==> config.mk <==
export PLATFORM = sky130hd
export DESIGN_NAME = ltel_ctrl_flat
export DESIGN_NICKNAME = d
export VERILOG_FILES = /design/src/rtl/ltel_pkg.sv /design/src/rtl/ltel_if.sv /design/src/rtl/ltel_ctrl.sv /design/src/flat_wrapper.sv
export SDC_FILE = /design/constraint.sdc
export NUM_CORES = 1
export LEC_CHECK = 0
export ABC_AREA = 1
export BUFFER_PORTS_ARGS = -buffer_cell sky130_fd_sc_hd__buf_2
export CAP_MARGIN = 5
export CORE_UTILIZATION = 60
export DETAILED_ROUTE_END_ITERATION = 10
export PLACE_DENSITY_LB_ADDON = 0.1
export SETUP_SLACK_MARGIN = 0.2
export SYNTH_ARGS = -nofsm -noshare
export SYNTH_HDL_FRONTEND = slang
export SYNTH_SLANG_ARGS = --single-unit
==> constraint.sdc <==
create_clock -name clk -period 8.14 [get_ports clk]
set_input_delay 1.628 -clock clk [delete_from_list [all_inputs] [get_ports clk]]
set_output_delay 1.628 -clock clk [all_outputs]
set_load 0.02 [all_outputs]
==> src/rtl/ltel_pkg.sv <==
// shared constants, opcodes and types of the line table encoder and lookup
package ltel_pkg;

  localparam int STORE_DEPTH_DEF = 4096;
  localparam int OFFSET_BITS_DEF = 20;

  localparam int OPCODE_W = 2;
  localparam int COUNT_W  = 16;
  localparam int QOFS_W   = 20;
  localparam int LINE_W   = 13;
  localparam int COL_W    = 21;

  localparam logic [7:0] NEW_LINE_MARK = 8'h80;
  localparam logic [6:0] LEN_MASK      = 7'h7f;

  localparam logic [OPCODE_W-1:0] OP_NEWLINE = 2'd0;
  localparam logic [OPCODE_W-1:0] OP_ADVANCE = 2'd1;
  localparam logic [OPCODE_W-1:0] OP_QUERY   = 2'd2;
  localparam logic [OPCODE_W-1:0] OP_NOP     = 2'd3;

  typedef struct packed {
    logic [LINE_W-1:0] line_number;
    logic [COL_W-1:0]  column;
    logic              found;
    logic              table_full;
  } res_t;

  typedef struct packed {
    logic wr_en;
    logic rd_en;
  } mem_ctl_t;

endpackage

==> src/rtl/ltel_if.sv <==
// request and result channel interfaces
interface ltel_in_if;
  logic                           valid;
  logic                           ready;
  logic [ltel_pkg::OPCODE_W-1:0]  opcode;
  logic [ltel_pkg::COUNT_W-1:0]   byte_count;
  logic [ltel_pkg::QOFS_W-1:0]    query_offset;

  modport source(output valid, opcode, byte_count, query_offset, input ready);
  modport sink(input valid, opcode, byte_count, query_offset, output ready);
endinterface


==> src/rtl/ltel_ctrl.sv <==
// request sequencer: appends, advance continuation and table walk
module ltel_ctrl #(
  parameter int STORE_DEPTH = ltel_pkg::STORE_DEPTH_DEF,
  parameter int OFFSET_BITS = ltel_pkg::OFFSET_BITS_DEF
) (
  input  logic                            clk,
  input  logic                            rst_n,
  ltel_in_if.sink                         in_ch,
  output ltel_pkg::mem_ctl_t              mem_ctl,
  output logic [$clog2(STORE_DEPTH)-1:0]  mem_waddr,
  output logic [7:0]                      mem_wdata,
  output logic [$clog2(STORE_DEPTH)-1:0]  mem_raddr,
  input  logic [7:0]                      mem_rdata,
  output logic                            res_valid,
  output ltel_pkg::res_t                  res,
  input  logic                            res_ready
);

  localparam int AW = $clog2(STORE_DEPTH);
  localparam int CW = $clog2(STORE_DEPTH + 1);
  localparam int LW = CW;
  localparam int PW = $clog2(STORE_DEPTH * 128 + 1);
  localparam int TW = (OFFSET_BITS < ltel_pkg::QOFS_W) ? OFFSET_BITS : ltel_pkg::QOFS_W;
  localparam int XW = ((PW > TW) ? PW : TW) + 1;

  localparam logic [1:0] S_IDLE = 2'd0;
  localparam logic [1:0] S_ADV  = 2'd1;
  localparam logic [1:0] S_QRY  = 2'd2;
  localparam logic [1:0] S_DONE = 2'd3;

  logic [1:0]     state_r, state_nxt;
  logic [CW-1:0]  count_r, count_nxt;
  logic [7:0]     last_r, last_nxt;
  logic [15:0]    rem_r, rem_nxt;
  logic [AW-1:0]  idx_r, idx_nxt;
  logic [PW-1:0]  pos_r, pos_nxt;
  logic [PW-1:0]  start_r, start_nxt;
  logic [LW-1:0]  line_r, line_nxt;
  logic [TW-1:0]  target_r, target_nxt;
  ltel_pkg::res_t res_r, res_nxt;

  logic           accept;
  logic           empty;
  logic           has_room;
  logic [CW-1:0]  last_addr;
  logic [6:0]     cur_len;
  logic [7:0]     base;
  logic [16:0]    sum17;
  logic [16:0]    over17;
  logic [6:0]     chunk;
  logic           mark;
  logic [PW-1:0]  q_start;
  logic [PW-1:0]  q_pos;
  logic [LW-1:0]  q_line;
  logic           q_hit;
  logic           q_last;
  logic [XW-1:0]  col_full;
  logic [XW+ltel_pkg::COL_W-1:0]  col_ext;
  logic [LW+ltel_pkg::LINE_W-1:0] line_ext;

  assign accept    = in_ch.valid && in_ch.ready;
  assign in_ch.ready = (state_r == S_IDLE);
  assign empty     = (count_r == '0);
  assign has_room  = (count_r < CW'(STORE_DEPTH));
  assign last_addr = count_r - CW'(1);

  // advance start: fill the last entry, implicit first line on empty table
  assign cur_len = empty ? 7'd0 : last_r[6:0];
  assign base    = empty ? ltel_pkg::NEW_LINE_MARK : last_r;
  assign sum17   = 17'(cur_len) + 17'(in_ch.byte_count);
  assign over17  = sum17 - 17'(ltel_pkg::LEN_MASK);
  assign chunk   = (rem_r > 16'(ltel_pkg::LEN_MASK)) ? ltel_pkg::LEN_MASK : rem_r[6:0];

  // walk step on the entry that just came out of the memory
  assign mark     = mem_rdata[7];
  assign q_start  = mark ? pos_r : start_r;
  assign q_line   = line_r + LW'(mark);
  assign q_pos    = pos_r + PW'(mark) + PW'(mem_rdata[6:0]);
  assign q_hit    = XW'(q_pos) >= XW'(target_r);
  assign q_last   = (CW'(idx_r) + CW'(1)) == count_r;
  assign col_full = XW'(target_r) + XW'(1) - XW'(q_start);
  assign col_ext  = {{ltel_pkg::COL_W{1'b0}}, col_full};
  assign line_ext = {{ltel_pkg::LINE_W{1'b0}}, q_line};

  always_comb begin
    state_nxt  = state_r;
    count_nxt  = count_r;
    last_nxt   = last_r;
    rem_nxt    = rem_r;
    idx_nxt    = idx_r;
    pos_nxt    = pos_r;
    start_nxt  = start_r;
    line_nxt   = line_r;
    target_nxt = target_r;
    res_nxt    = res_r;
    mem_ctl    = '0;
    mem_waddr  = count_r[AW-1:0];
    mem_wdata  = ltel_pkg::NEW_LINE_MARK;
    mem_raddr  = idx_r + AW'(1);

    case (state_r)
      S_IDLE: begin
        if (accept) begin
          res_nxt   = '0;
          state_nxt = S_DONE;
          case (in_ch.opcode)
            ltel_pkg::OP_NEWLINE: begin
              if (has_room) begin
                mem_ctl.wr_en = 1'b1;
                count_nxt     = count_r + CW'(1);
                last_nxt      = ltel_pkg::NEW_LINE_MARK;
              end else begin
                res_nxt.table_full = 1'b1;
              end
            end
            ltel_pkg::OP_ADVANCE: begin
              mem_ctl.wr_en = 1'b1;
              mem_waddr     = empty ? '0 : last_addr[AW-1:0];
              count_nxt     = empty ? CW'(1) : count_r;
              if (sum17 <= 17'(ltel_pkg::LEN_MASK)) begin
                mem_wdata = {base[7], sum17[6:0]};
              end else begin
                mem_wdata = base | {1'b0, ltel_pkg::LEN_MASK};
                rem_nxt   = over17[15:0];
                state_nxt = S_ADV;
              end
              last_nxt = mem_wdata;
            end
            ltel_pkg::OP_QUERY: begin
              target_nxt = in_ch.query_offset[TW-1:0];
              idx_nxt    = '0;
              pos_nxt    = '0;
              start_nxt  = '0;
              line_nxt   = '0;
              if (!empty) begin
                mem_ctl.rd_en = 1'b1;
                mem_raddr     = '0;
                state_nxt     = S_QRY;
              end
            end
            default: begin
            end
          endcase
        end
      end
      S_ADV: begin
        if (rem_r == '0) begin
          state_nxt = S_DONE;
        end else if (!has_room) begin
          res_nxt.table_full = 1'b1;
          state_nxt          = S_DONE;
        end else begin
          mem_ctl.wr_en = 1'b1;
          mem_wdata     = {1'b0, chunk};
          last_nxt      = {1'b0, chunk};
          count_nxt     = count_r + CW'(1);
          rem_nxt       = rem_r - 16'(chunk);
        end
      end
      S_QRY: begin
        start_nxt = q_start;
        line_nxt  = q_line;
        pos_nxt   = q_pos;
        if (q_hit) begin
          res_nxt.found       = 1'b1;
          res_nxt.line_number = line_ext[ltel_pkg::LINE_W-1:0];
          res_nxt.column      = col_ext[ltel_pkg::COL_W-1:0];
          state_nxt           = S_DONE;
        end else if (q_last) begin
          state_nxt = S_DONE;
        end else begin
          mem_ctl.rd_en = 1'b1;
          idx_nxt       = idx_r + AW'(1);
        end
      end
      S_DONE: begin
        if (res_ready) begin
          state_nxt = S_IDLE;
        end
      end
      default: begin
        state_nxt = S_IDLE;
      end
    endcase
  end

  always_ff @(posedge clk) begin
    if (!rst_n) begin
      state_r <= S_IDLE;
      count_r <= '0;
    end else begin
      state_r <= state_nxt;
      count_r <= count_nxt;
    end
  end

  always_ff @(posedge clk) begin
    last_r   <= last_nxt;
    rem_r    <= rem_nxt;
    idx_r    <= idx_nxt;
    pos_r    <= pos_nxt;
    start_r  <= start_nxt;
    line_r   <= line_nxt;
    target_r <= target_nxt;
    res_r    <= res_nxt;
  end

  assign res_valid = (state_r == S_DONE);
  assign res       = res_r;

endmodule

==> src/flat_wrapper.sv <==
// flat-port wrapper written by rule: the top's interface ports become plain ports
module ltel_ctrl_flat 
#(
  parameter int STORE_DEPTH = ltel_pkg::STORE_DEPTH_DEF,
  parameter int OFFSET_BITS = ltel_pkg::OFFSET_BITS_DEF
)
  (clk, rst_n, mem_ctl, mem_waddr, mem_wdata, mem_raddr, mem_rdata, res_valid, res, res_ready, in_ch_valid, in_ch_opcode, in_ch_byte_count, in_ch_query_offset, in_ch_ready);
  ltel_in_if in_ch_i ();
  input  logic clk;
  input  logic rst_n;
  output ltel_pkg::mem_ctl_t mem_ctl;
  output logic [$clog2(STORE_DEPTH)-1:0] mem_waddr;
  output logic [7:0] mem_wdata;
  output logic [$clog2(STORE_DEPTH)-1:0] mem_raddr;
  input  logic [7:0] mem_rdata;
  output logic res_valid;
  output ltel_pkg::res_t res;
  input  logic res_ready;
  input wire logic [$bits(in_ch_i.valid)-1:0] in_ch_valid;
  input wire logic [$bits(in_ch_i.opcode)-1:0] in_ch_opcode;
  input wire logic [$bits(in_ch_i.byte_count)-1:0] in_ch_byte_count;
  input wire logic [$bits(in_ch_i.query_offset)-1:0] in_ch_query_offset;
  output wire logic [$bits(in_ch_i.ready)-1:0] in_ch_ready;
  assign in_ch_i.valid = in_ch_valid;
  assign in_ch_i.opcode = in_ch_opcode;
  assign in_ch_i.byte_count = in_ch_byte_count;
  assign in_ch_i.query_offset = in_ch_query_offset;
  assign in_ch_ready = in_ch_i.ready;
  ltel_ctrl #(.STORE_DEPTH(STORE_DEPTH), .OFFSET_BITS(OFFSET_BITS)) u_core (.clk(clk), .rst_n(rst_n), .in_ch(in_ch_i), .mem_ctl(mem_ctl), .mem_waddr(mem_waddr), .mem_wdata(mem_wdata), .mem_raddr(mem_raddr), .mem_rdata(mem_rdata), .res_valid(res_valid), .res(res), .res_ready(res_ready));
endmodule
; Word level (Yosys, flattened, before mapping)
; Index checks and enable logic that the tools add are counted.
[word_totals]
regBits = 160
input_bits = 50
out_inout_bits = 72
wordCells = 143
[op_classes]
addsub = 12
magnitude_cmp = 4
eq_ne = 22
n_mux = 76
reduce_logical = 16
[op_table]
columns = operator, count
row1 = $mux W12, 12
row2 = $mux W16, 5
row3 = $pmux W20 S2, 2
row4 = $mux W13, 6
row5 = $pmux W13 S2, 3
row6 = $mux W8, 9
row7 = $pmux W35 S2, 1
row8 = $mux W20, 3
row9 = $pmux W8 S2, 3
row10 = $mux W36, 1
row11 = $mux W35, 1
row12 = $pmux W16 S2, 1
row13 = $pmux W12 S2, 1
row14 = $add A20 B1 Y21 const B, 1
row15 = $mux W7, 3
row16 = $sub A21 B20 Y21, 1
row17 = $add A20 B1 Y20, 1
row18 = $add A20 B7 Y20, 1
row19 = $ge A20 B20 Y1, 1
row20 = $add A7 B16 Y17, 1
row21 = $le A17 B7 Y1 const B, 1
row22 = $gt A16 B7 Y1 const B, 1
row23 = $logic_not A16 Y1, 1
row24 = $mux W2, 8
row25 = other kinds (27), 62

; Depth between registers and ports, before layout
; Gate-level depths: netlist of the first run.
[depth]
depth_word = 8
mapped_depth = 30
ltp_nobuf = 30

; Worst setup path before layout of the first run
; No wires, ideal clock.
[synth_timing]
kind = input -> register
from = input mem_rdata[0]
to = register u_core.res_r (netlist bit u_core.res[10]), enable pin
setup_time_ns = 0.439
arrival_ns = 5.928
required_time_ns = 7.701
path_slack_ns = 1.773
stages = 24
path_buffers = 0
path_cell_list = fa_1 -> inv_1 -> fa_1 -> inv_1 -> nand3_1 -> nand2_1 -> a21oi_1 -> o21ai_2 -> nand2_1 -> a21oi_2 -> nand2_1 -> nor2_1 -> nand2_1 -> inv_1 -> nand2_1 -> nand2_1 -> inv_1 -> ha_1 -> nand2_1 -> nor2_1 -> nand2_1 -> nor4_1 -> nor2_1 -> a21oi_1
[synth_via]
elab_chain_len = 4
[synth_rtl]
columns = item, line_no
row1 = "start, declared", flat_wrapper.sv:15  ; input logic [7:0] mem_rdata;
row2 = $add A20 B7 Y20, ltel_ctrl.sv:78  ; assign q_pos = pos_r + PW'(mark) + PW'(mem_rdata[6:0]);
row3 = net u_core.q_pos[14], ltel_ctrl.sv:53  ; logic [PW-1:0] q_pos;
row4 = $ge A20 B20 Y1, ltel_ctrl.sv:79  ; assign q_hit = XW'(q_pos) >= XW'(target_r);
row5 = $ne A2 B1 Y1 (no source line), -
row6 = $reduce_and A3 Y1 (no source line), -
row7 = "end signal, assigned", ltel_ctrl.sv:205  ; res_r <= res_nxt;
row8 = "end, declared", ltel_ctrl.sv:40  ; ltel_pkg::res_t res_r, res_nxt;
; The timed path passes the listed nets, and every way through them passes these cells.
; A chain may end at the register's enable or synchronous reset.

==> results of run 1 <==
## synth_stat cells, types with 3 or more instances
library cell	instances	area [µm²]
nand2_1	253	950
o211ai_1	3	22.5
o21a_1	7	52.6
nand3_2	7	70.1
inv_2	9	33.8
dfxtp_1	15	300
xnor2_1	5	43.8
nor3_2	3	30.0
xor2_1	25	219
clkinv_1	3	11.3
o21ai_1	12	60.1
o22ai_1	17	106
nor2_2	17	106
nand2_2	23	144
nor4_1	9	56.3
nand4_1	24	150
clkbuf_1	18	67.6
nand3_1	87	435
or2_2	4	25.0
and2_1	4	25.0
a21oi_2	4	35.0
o21ai_0	75	375
nand2_4	5	56.3
buf_2	7	35.0
a211oi_1	3	22.5
fa_1	4	80.1
edfxtp_1	145	4350
nor2_4	9	101
mux2i_1	8	80.1
nor3_1	25	125
ha_1	86	1080
inv_1	203	762
a21oi_1	98	490
o31ai_1	3	22.5
nor2_1	162	608
## kinds of logic (layout without fill, tap and decap cells)
group / Yosys count / in the layout / share of synthesized area [%]
simple gates: 643 / 643 / 26.2
flops: 160 / 160 / 40.4
compound gates: 238 / 238 / 11.5
mux: 8 / 8 / 0.696
fa+ha+maj: 90 / 90 / 10.0
xor+xnor: 33 / 33 / 2.90
buf+inv: 247 / 377 / 8.24
## metrics by stage
| step | area [µm²] | instances | power [mW] | setup slack (ns) | utilization, % |
|---|---|---|---|---|---|
| global placement | 12400 | 1752 | 3.32 | 1.27 | 65.9 |
| floorplan | 11500 | 1419 | 2.83 | 1.77 | - |
| finish | 12900 | 1783 | 4.13 | 1.10 | 68.8 |
| CTS | 12900 | 1783 | 4.14 | 1.12 | 68.8 |
| global route | 12900 | 1783 | 4.44 | 0.771 | 68.8 |
| detailed placement | 12400 | 1752 | 3.37 | 1.14 | 65.9 |
## sequential cells by signal, indices dropped and copies added, names as in the netlist
name	cells
u_core.start_r	20
u_core.count_r	13
u_core.pos_r	20
u_core.target_r	20
u_core.idx_r	12
u_core.line_r	13
u_core.rem_r	16
u_core.res	36
u_core.last_r	8
u_core.state_r	2
## routing by layer
layer,track usage [%],up-vias,wire (µm),share of wire (%)
met4,12.2,0,826,3.1
met1,35.1,4477,11600,43
met2,48.1,290,13000,48
met3,4.21,63,1440,5.4
met5,0,-,0,0
li1,-,5005,-,-
## worst min path at each step
stage | endpoint | slack (ns) | cells after the start
after floorplan | u_core.count_r[8] | 0.46 | 1
after global placement | u_core.state_r[0] | 0.49 | 2
after detailed placement | u_core.state_r[0] | 0.50 | 2
after CTS | u_core.state_r[0] | 0.50 | 2
after global routing | u_core.state_r[0] | 0.55 | 2
final | u_core.state_r[0] | 0.50 | 2
## report_power, final
| part | internal [mW] | switching [mW] |
|---|---|---|
| sequential | 1.26 | 0.135 |
| clock | 0.424 | 0.347 |
| combinational | 0.627 | 1.34 |
## worst max-delay path: cells and delay by family
family / cells / cell delay (ns)
AO/OA/AOI/OAI: 5 / 0.73
adder cells (fa/ha/maj): 3 / 0.86
AND/OR/NAND/NOR: 13 / 1.63
buffers and inverters: 6 / 0.60
## cell type report
class / count / area, µm² / area share, %
timing repair buffer: 127 / 651 / 5.04
clock buffer: 18 / 429 / 3.32
tap: 234 / 293 / 2.27
sequential: 160 / 4650 / 36.0
clock inverter: 13 / 130 / 1.01
multi-input combinational: 1012 / 5930 / 45.9
inverter: 219 / 830 / 6.42
==> metrics.csv, run 1 <==
metric,value,unit
status,completed,
cp.required,6.51,ns
die_w,141,µm
slowest_delay,0.40,ns
cts_tree,done,
hold_class,reg2reg,
cts_resized,0,
cp-end-kind,primary output,
wirelength,26900,µm
crit_top_cell,nand2_1,
start_util,61.3,%
setup.worst_path.end,mem_ctl[0],
syn_avg_cell_area,8.11,µm²
layout_common_cells,"nand2_1, inv_1, nor2_1, edfxtp_1, buf_2",
rows,50,
numClockSinks,160,
grt_pass1_wl,43400,µm
final.setup_skew,0.0114,ns
rsz0062_at_grt,no,
post-route-period-util,86.5,%
path_clk_slew,0.06,ns
clkLatencyLatePin,0.45,ns
r2r_end,u_core.res[12],
ys.flop_type,edfxtp_1,
start_kind,input pin,
r2r-start,u_core.pos_r[0],
ios,122,
clockBufferDepth,2,
max_freq,142,MHz
worstSetupPathType,in2out,
post-cts-setup-buffer-count,0,
overflow,0,
synthArstFlopShare,0,%
gp_congestion,0.881,
hp-start,u_core.state_r[0],
synthCells,1419,
cap_violations,0,
hold_buffers,0,
seq_area_frac_synth,40.4,%
cts_inserted_buffers,17,
reg2reg_depth,27,
synth_edf_count,145,
yosysWarnings,0,
hpwlAfterDp,20400,µm
die_h,141,µm
peakVddDrop,0.171,mV
vias,9835,
drive_gt1_share,16.7,%
worst_pin_slew,1.00,ns
ant_nets,0,
setup_viol,0,
fillers,1588,
final_common_cell,nand2_1,
antenna_cells,0,
crit_arrival,5.41,ns
r2r_setup_slack,3.79,ns
grt_pass1_vias,9225,
core_area,18800,µm²
yosysUniqueCellTypes,63,
vias_per_cell,5.52,
portBuffers,121,
drtIter0Drc,650,
max_slew_margin,32.9,%
htree_levels,4,
drv_slew,0,
hold_ws,0.504,ns
fin_nets,1677,
grt_usage,28.0,%
p_leak,5.96,nW
clock_tree.root_cell,clkbuf_16,
power_density,320,nW/µm²
areaGrowthSynthToFinish,12.2,%
wl_per_cell,15.1,µm
first_pass_iters,5,
dieArea,19700,µm²
yosys_register_bits,160,
drc,0,
synth_nets,1559,
grt_max_degree,55,
period_needed,7.04,ns
cp_max_fo,4,
antenna_found_initial,0,
crit_slowest_cell,nor2_1,
hold_viol,0,
syn_area,11500,µm²
crit_start,mem_rdata[7],
setup_tns,0,ns
Note: power is estimated with default switching activity, not from simulation.
==> inputs of run 2 (changes only) <==
--- a/config.mk
+++ b/config.mk
@@ -8,7 +8,7 @@
 export ABC_AREA = 1
 export BUFFER_PORTS_ARGS = -buffer_cell sky130_fd_sc_hd__buf_2
 export CAP_MARGIN = 5
-export CORE_UTILIZATION = 60
+export CORE_UTILIZATION = 35
 export DETAILED_ROUTE_END_ITERATION = 10
 export PLACE_DENSITY_LB_ADDON = 0.1
 export SETUP_SLACK_MARGIN = 0.2
==> metrics.csv, run 2 (synthesis gave the netlist of run 1 again) <==
metric,value,unit,change
status,completed,,unchanged
grt_pass1_vias,9315,,was 9225
p_switching,1.83,mW,was 1.82 mW
clkPwrFrac,20.4,%,was 18.7%
grt_pass1_wl,48300,µm,was 43400 µm
cp-end-kind,primary output,,unchanged
path_buf_inv,6,,unchanged
cts_inserted_buffers,17,,unchanged
ant_nets,0,,unchanged
cts_tree,done,,unchanged
fillers,3337,,was 1588
min_delay_worst_endpoint,u_core.state_r[0],,unchanged
layout_common_cells,"nand2_1, inv_1, nor2_1, edfxtp_1, buf_2",,unchanged
hp-start,u_core.state_r[0],,unchanged
swShare,43.3,%,was 44.1%
power_density,319,nW/µm²,was 320 nW/µm²
cts_resized,0,,unchanged
worst_pin_slew,1.03,ns,was 1.00 ns
p_int,2.40,mW,was 2.31 mW
hold_viol,0,,unchanged
max_freq,143,MHz,was 142 MHz
overflow,0,,unchanged
rows,66,,was 50
p_leak,6.00,nW,was 5.96 nW
grt_max_degree,55,,unchanged
drv_slew,0,,unchanged
setup_viol,0,,unchanged
peakVddDrop,0.195,mV,was 0.171 mV
min_path_cells,2,,unchanged
rsz0062_at_grt,no,,unchanged
clkLatencyLatePin,0.44,ns,was 0.45 ns
vias_per_cell,4.80,,was 5.52
largest_reg_flops,36,,unchanged
areaGrowthSynthToFinish,15.2,%,was 12.2%
reg2reg_depth,25,,was 27
crit_top_cell,nand2_1,,unchanged
p_seq_share,32.8,%,was 33.8%
post-route-period-util,86.0,%,was 86.5%
htree_levels,4,,unchanged
drc,0,,unchanged
r2r-start,u_core.pos_r[0],,unchanged
period_needed,7.00,ns,was 7.04 ns
max_slew_margin,30.9,%,was 32.9%
final.setup_skew,0.0106,ns,was 0.0114 ns
die_w,183,µm,was 141 µm
grt_usage,18.5,%,was 28.0%
crit_slowest_cell,nor2_1,,unchanged
start_util,35.5,%,was 61.3%
post-cts-setup-buffer-count,0,,unchanged
clock_tree.root_cell,clkbuf_16,,unchanged
dieArea,33600,µm²,was 19700 µm²
crit_arrival,5.37,ns,was 5.41 ns
fin_nets,1679,,was 1677
worstSetupPathType,in2out,,unchanged
cp_max_fo,4,,unchanged
ff_latch_area,4650,µm²,unchanged
cp.required,6.51,ns,about the same
antenna_found_initial,2,,was 0
path_clk_slew,0.06,ns,about the same
setup_tns,0,ns,unchanged
clockBufferDepth,2,,unchanged
ios,122,,unchanged
vias,9585,,was 9835
critical-path-top-delay-family,simple AND/OR/NAND/NOR gates,,unchanged
first_pass_iters,5,,unchanged
hold_class,reg2reg,,unchanged
die_h,183,µm,was 141 µm
portBuffers,121,,unchanged
numClockSinks,160,,unchanged
p_comb_share,46.8,%,was 47.6%
wl_per_cell,15.0,µm,was 15.1 µm
gp_congestion,0.870,,was 0.881
hold_buffers,0,,unchanged
start_kind,input pin,,unchanged
core_area,32500,µm²,was 18800 µm²
hpwlAfterDp,23000,µm,was 20400 µm
r2r_setup_slack,3.48,ns,was 3.79 ns
cap_violations,0,,unchanged
wirelength,29900,µm,was 26900 µm
multi_input_area,5930,µm²,unchanged
fin_util,40.9,%,was 68.8%
slowest_delay,0.38,ns,was 0.40 ns
final_common_cell,nand2_1,,unchanged
drtIter0Drc,548,,was 650
r2r_end,u_core.res[19],,was u_core.res[12]
drive_gt1_share,16.8,%,was 16.7%
-- run 2: changes by cell type in the layout (fill, tap and decap cells not counted) --
cell,previous run,this run
clkinv_2,2,4
clkinv_1,3,4
diode_2,0,1
clkinvlp_4,6,4
inv_6,4,1
buf_4,6,8
clkinv_4,1,2
inv_8,1,0
bufinv_16,1,4
-- run 2: worst reg2reg max path, delay by kind of cell (launching register included) --
family          cells  cell delay (ns)
buf+inv             5             0.68
simple gates       13             1.36
fa+ha+maj           3             0.86
compound gates      4             1.04
flops               1             0.38
-- run 2: worst max-delay path by stage --
stage,end,slack [ns],from,cells past startpoint
after global routing,mem_ctl[0],0.77,mem_rdata[7],27
after detailed placement,mem_ctl[0],1.16,mem_rdata[7],27
after CTS,mem_ctl[0],1.16,mem_rdata[7],27
final,mem_ctl[0],1.14,mem_rdata[7],27
after global placement,mem_ctl[0],1.24,mem_rdata[7],27
after floorplan,u_core.res[10],1.77,mem_rdata[0],24
-- run 2: final cells by class --
class                      instances  share of cell area (%)
clock inverter                    14                    1.43
clock buffer                      18                    3.24
multi-input combinational       1012                    44.8
inverter                         219                    6.26
sequential                       160                    35.1
timing repair buffer             129                    5.02
tap                              442                    4.17
antenna                            1                  0.0189
-- run 2: through the flow --
step / hold slack (ns) / std cells / power, mW / area (µm²) / worst slack (ns)
after global routing: 0.538 / 1994 / 4.59 / 13300 / 0.769
after floorplan: 0.458 / 1419 / 2.83 / 11500 / 1.77
final: 0.504 / 1995 / 4.24 / 13300 / 1.14
after CTS: 0.505 / 1994 / 4.30 / 13300 / 1.16
after global placement: 0.484 / 1962 / 3.41 / 12600 / 1.24
after detailed placement: 0.487 / 1962 / 3.41 / 12600 / 1.16
-- run 2: layer usage --
metal  global-route usage (%)  up-vias  part of all wire [%]
met3                     3.73       29                   3.6
met2                     31.9      161                    49
met4                     4.80        2                   1.3
li1                         -     5021                     -
met1                     23.4     4372                    46
met5                        0        -                 0.057
-- run 2: power groups by stage --
| stage | Combinational, mW | Sequential [mW] | Clock (mW) |
|---|---|---|---|
| floorplan | 1.34 | 1.50 | 0 |
| global placement | 1.99 | 1.41 | 0 |
| detailed placement | 2.00 | 1.41 | 0 |
| CTS | 2.01 | 1.40 | 0.888 |
| global route | 2.25 | 1.42 | 0.918 |
| finish | 1.98 | 1.39 | 0.862 |
==> inputs of run 3 (changes only) <==
--- a/config.mk
+++ b/config.mk
@@ -5,8 +5,7 @@
 export SDC_FILE = /design/constraint.sdc
 export NUM_CORES = 1
 export LEC_CHECK = 0
-export ABC_AREA = 1
-export BUFFER_PORTS_ARGS = -buffer_cell sky130_fd_sc_hd__buf_2
+export BUFFER_PORTS_ARGS = -buffer_cell sky130_fd_sc_hd__buf_4
 export CAP_MARGIN = 5
 export CORE_UTILIZATION = 35
 export DETAILED_ROUTE_END_ITERATION = 10
==> metrics.csv, run 3 <==
metric,value,unit,change
status,completed,,unchanged
cp.required,6.51,ns,about the same
cp-end-kind,primary output,,unchanged
core_area,30600,µm²,was 32500 µm²
ios,122,,unchanged
drtIter0Drc,653,,was 548
p_seq_share,33.6,%,was 32.8%
overflow,0,,unchanged
largest_reg_flops,36,,unchanged
rsz0062_at_grt,no,,unchanged
grt_pass1_wl,43800,µm,was 48300 µm
yosysUniqueCellTypes,76,,was 63
max_freq,139,MHz,was 143 MHz
clock_tree.root_cell,clkbuf_16,,unchanged
drv_slew,0,,unchanged
yosys-top-cells-area,"edfxtp_1, ha_1, nor2_1, xnor2_1, o21ai_0",,"was edfxtp_1, ha_1, nand2_1, inv_1, nor2_1"
post-route-period-util,88.1,%,was 86.0%
fin_nets,1373,,was 1679
synth_top_area_share,40.0,%,was 37.8%
clockBufferDepth,2,,unchanged
cp_max_fo,14,,was 4
ff_latch_area,4650,µm²,unchanged
place_inst,1610,,was 1962
hold_viol,0,,unchanged
synth_nets,1272,,was 1559
grt_max_degree,64,,was 55
rows,64,,was 66
p_leak,5.13,nW,was 6.00 nW
synth_edf_count,145,,unchanged
hold_buffers,0,,unchanged
crit_arrival,5.54,ns,was 5.37 ns
wirelength,28000,µm,was 29900 µm
hpwlAfterDp,20600,µm,was 23000 µm
worst_pin_slew,1.01,ns,was 1.03 ns
grt_usage,17.9,%,was 18.5%
yosysMostFrequentCell,nor2_1,,was nand2_1
seq_area_frac_synth,42.7,%,was 40.4%
synthCells,1132,,was 1419
cap_violations,0,,unchanged
p_int,2.44,mW,was 2.40 mW
fillers,3079,,was 3337
die_w,178,µm,was 183 µm
numClockSinks,160,,unchanged
layout_common_cells,"nor2_1, edfxtp_1, buf_4, ha_1, nand2_1",,"was nand2_1, inv_1, nor2_1, edfxtp_1, buf_2"
cts_tree,done,,unchanged
drive_gt1_share,14.8,%,was 16.8%
antenna_found_initial,0,,was 2
die_h,178,µm,was 183 µm
synthArstFlopShare,0,%,unchanged
multi_input_area,5850,µm²,was 5930 µm²
ant_nets,0,,unchanged
cts_resized,0,,unchanged
vias_per_cell,5.29,,was 4.80
hold_class,reg2reg,,unchanged
swShare,40.1,%,was 43.3%
p_switching,1.63,mW,was 1.83 mW
yosys_register_bits,160,,unchanged
start_util,35.6,%,was 35.5%
period_needed,7.17,ns,was 7.00 ns
path_clk_slew,0.07,ns,was 0.06 ns
syn_avg_cell_area,9.62,µm²,was 8.11 µm²
worstSetupPathType,reg2out,,was in2out
yosysWarnings,0,,unchanged
cts_inserted_buffers,17,,unchanged
grt_pass1_vias,8118,,was 9315
clkLatencyLatePin,0.44,ns,about the same
final_common_cell,nor2_1,,was nand2_1
drc,0,,unchanged
syn_area,10900,µm²,was 11500 µm²
vias,8694,,was 9585
instances_no_fill,1642,,was 1995
synth.top_cells.by_count,"nor2_1, edfxtp_1, ha_1",,"was nand2_1, inv_1, nor2_1"
areaGrowthSynthToFinish,17.7,%,was 15.2%
dieArea,31800,µm²,was 33600 µm²
final.setup_skew,0.0125,ns,was 0.0106 ns
p_comb_share,46.0,%,was 46.8%
post-cts-setup-buffer-count,0,,unchanged
start_kind,flip-flop,,was input pin
max_slew_margin,32.4,%,was 30.9%
wl_per_cell,17.0,µm,was 15.0 µm
power_density,318,nW/µm²,was 319 nW/µm²
setup_tns,0,ns,unchanged
first_pass_iters,6,,was 5
peakVddDrop,0.168,mV,was 0.195 mV
portBuffers,121,,unchanged
ys.flop_type,edfxtp_1,,unchanged
yosysTopAreaCell,edfxtp_1,,unchanged
gp_congestion,0.875,,was 0.870
antenna_cells,0,,was 1
setup_viol,0,,unchanged
clkPwrFrac,20.4,%,about the same
htree_levels,4,,unchanged
==> run 3: worst paths after layout <==
| path | start | to | slack (ns) | cells past startpoint |
|---|---|---|---|---|
| worst min-delay path | u_core.state_r[1] | u_core.state_r[1] | 0.53 | 2 |
| worst max-delay path | u_core.count_r[4] | mem_wdata[3] | 0.97 | 15 |
| worst min register to register | u_core.state_r[1] | u_core.state_r[1] | 0.53 | 2 |
| worst max register to register | u_core.count_r[4] | u_core.rem_r[12] | 2.59 | 15 |
==> run 3: cell type report <==
type                    count  area share, %
clock buffers              26           4.47
clock inverters             6          0.273
inverters                  56           1.64
multi-input cells         865           45.6
flip-flops and latches    160           36.3
well taps                 396           3.87
repair buffers            133           7.79
==> run 3: cell families after synthesis <==
group                      Yosys count  share of synthesized area, %
adders and majority gates           90                          10.6
DFF                                160                          42.7
AOI/OAI and AO/OA                  207                          12.5
buffers and inverters              107                          3.81
xor gates and xnor gates            92                          7.40
muxes                               28                          2.62
and+or+nand+nor                    448                          20.3
==> run 3: worst max-delay path, cell delays in order (launching register included) <==
cell and delay, ns:
dfxtp_1 0.48, nor3_1 0.47, nand4b_1 0.17, nor3b_2 0.62, buf_4 0.30, nor2b_1 0.09, fa_1 0.46, a211oi_1 0.36
nor2_1 0.14, nor4_1 0.55, nand4_1 0.33, o211ai_1 0.29, or3_1 0.32, nor2_1 0.10, o22ai_1 0.21, buf_4 0.20
==> run 3: power by group through the flow <==
stage          combinational, mW  sequential, mW  clock [mW]
5_1_grt                     2.08            1.40       0.883
4_1_cts                     1.89            1.37       0.855
6_report                    1.87            1.37       0.830
3_3_place_gp                1.87            1.39           0
3_5_place_dp                1.88            1.39           0
2_1_floorplan               1.17            1.46           0
==> run 3: through the flow <==
step	power, mW	util, %	setup slack, ns	area, µm²	hold WS [ns]
floorplan	2.63	-	1.48	10900	0.481
global placement	3.26	39.9	1.13	12200	0.511
detailed placement	3.27	39.9	1.07	12200	0.521
CTS	4.12	41.9	0.960	12800	0.530
global route	4.36	41.9	0.423	12800	0.557
finish	4.07	41.9	0.969	12800	0.527
==> run 3: metal layers <==
layer  vias to the layer above  GRT usage, %  share of wire, %
met4                         0          4.06              0.66
met5                         -             0                 0
met1                      4213          25.3                49
li1                       4306             -                 -
met3                        13          3.11               3.6
met2                       162          28.3                47
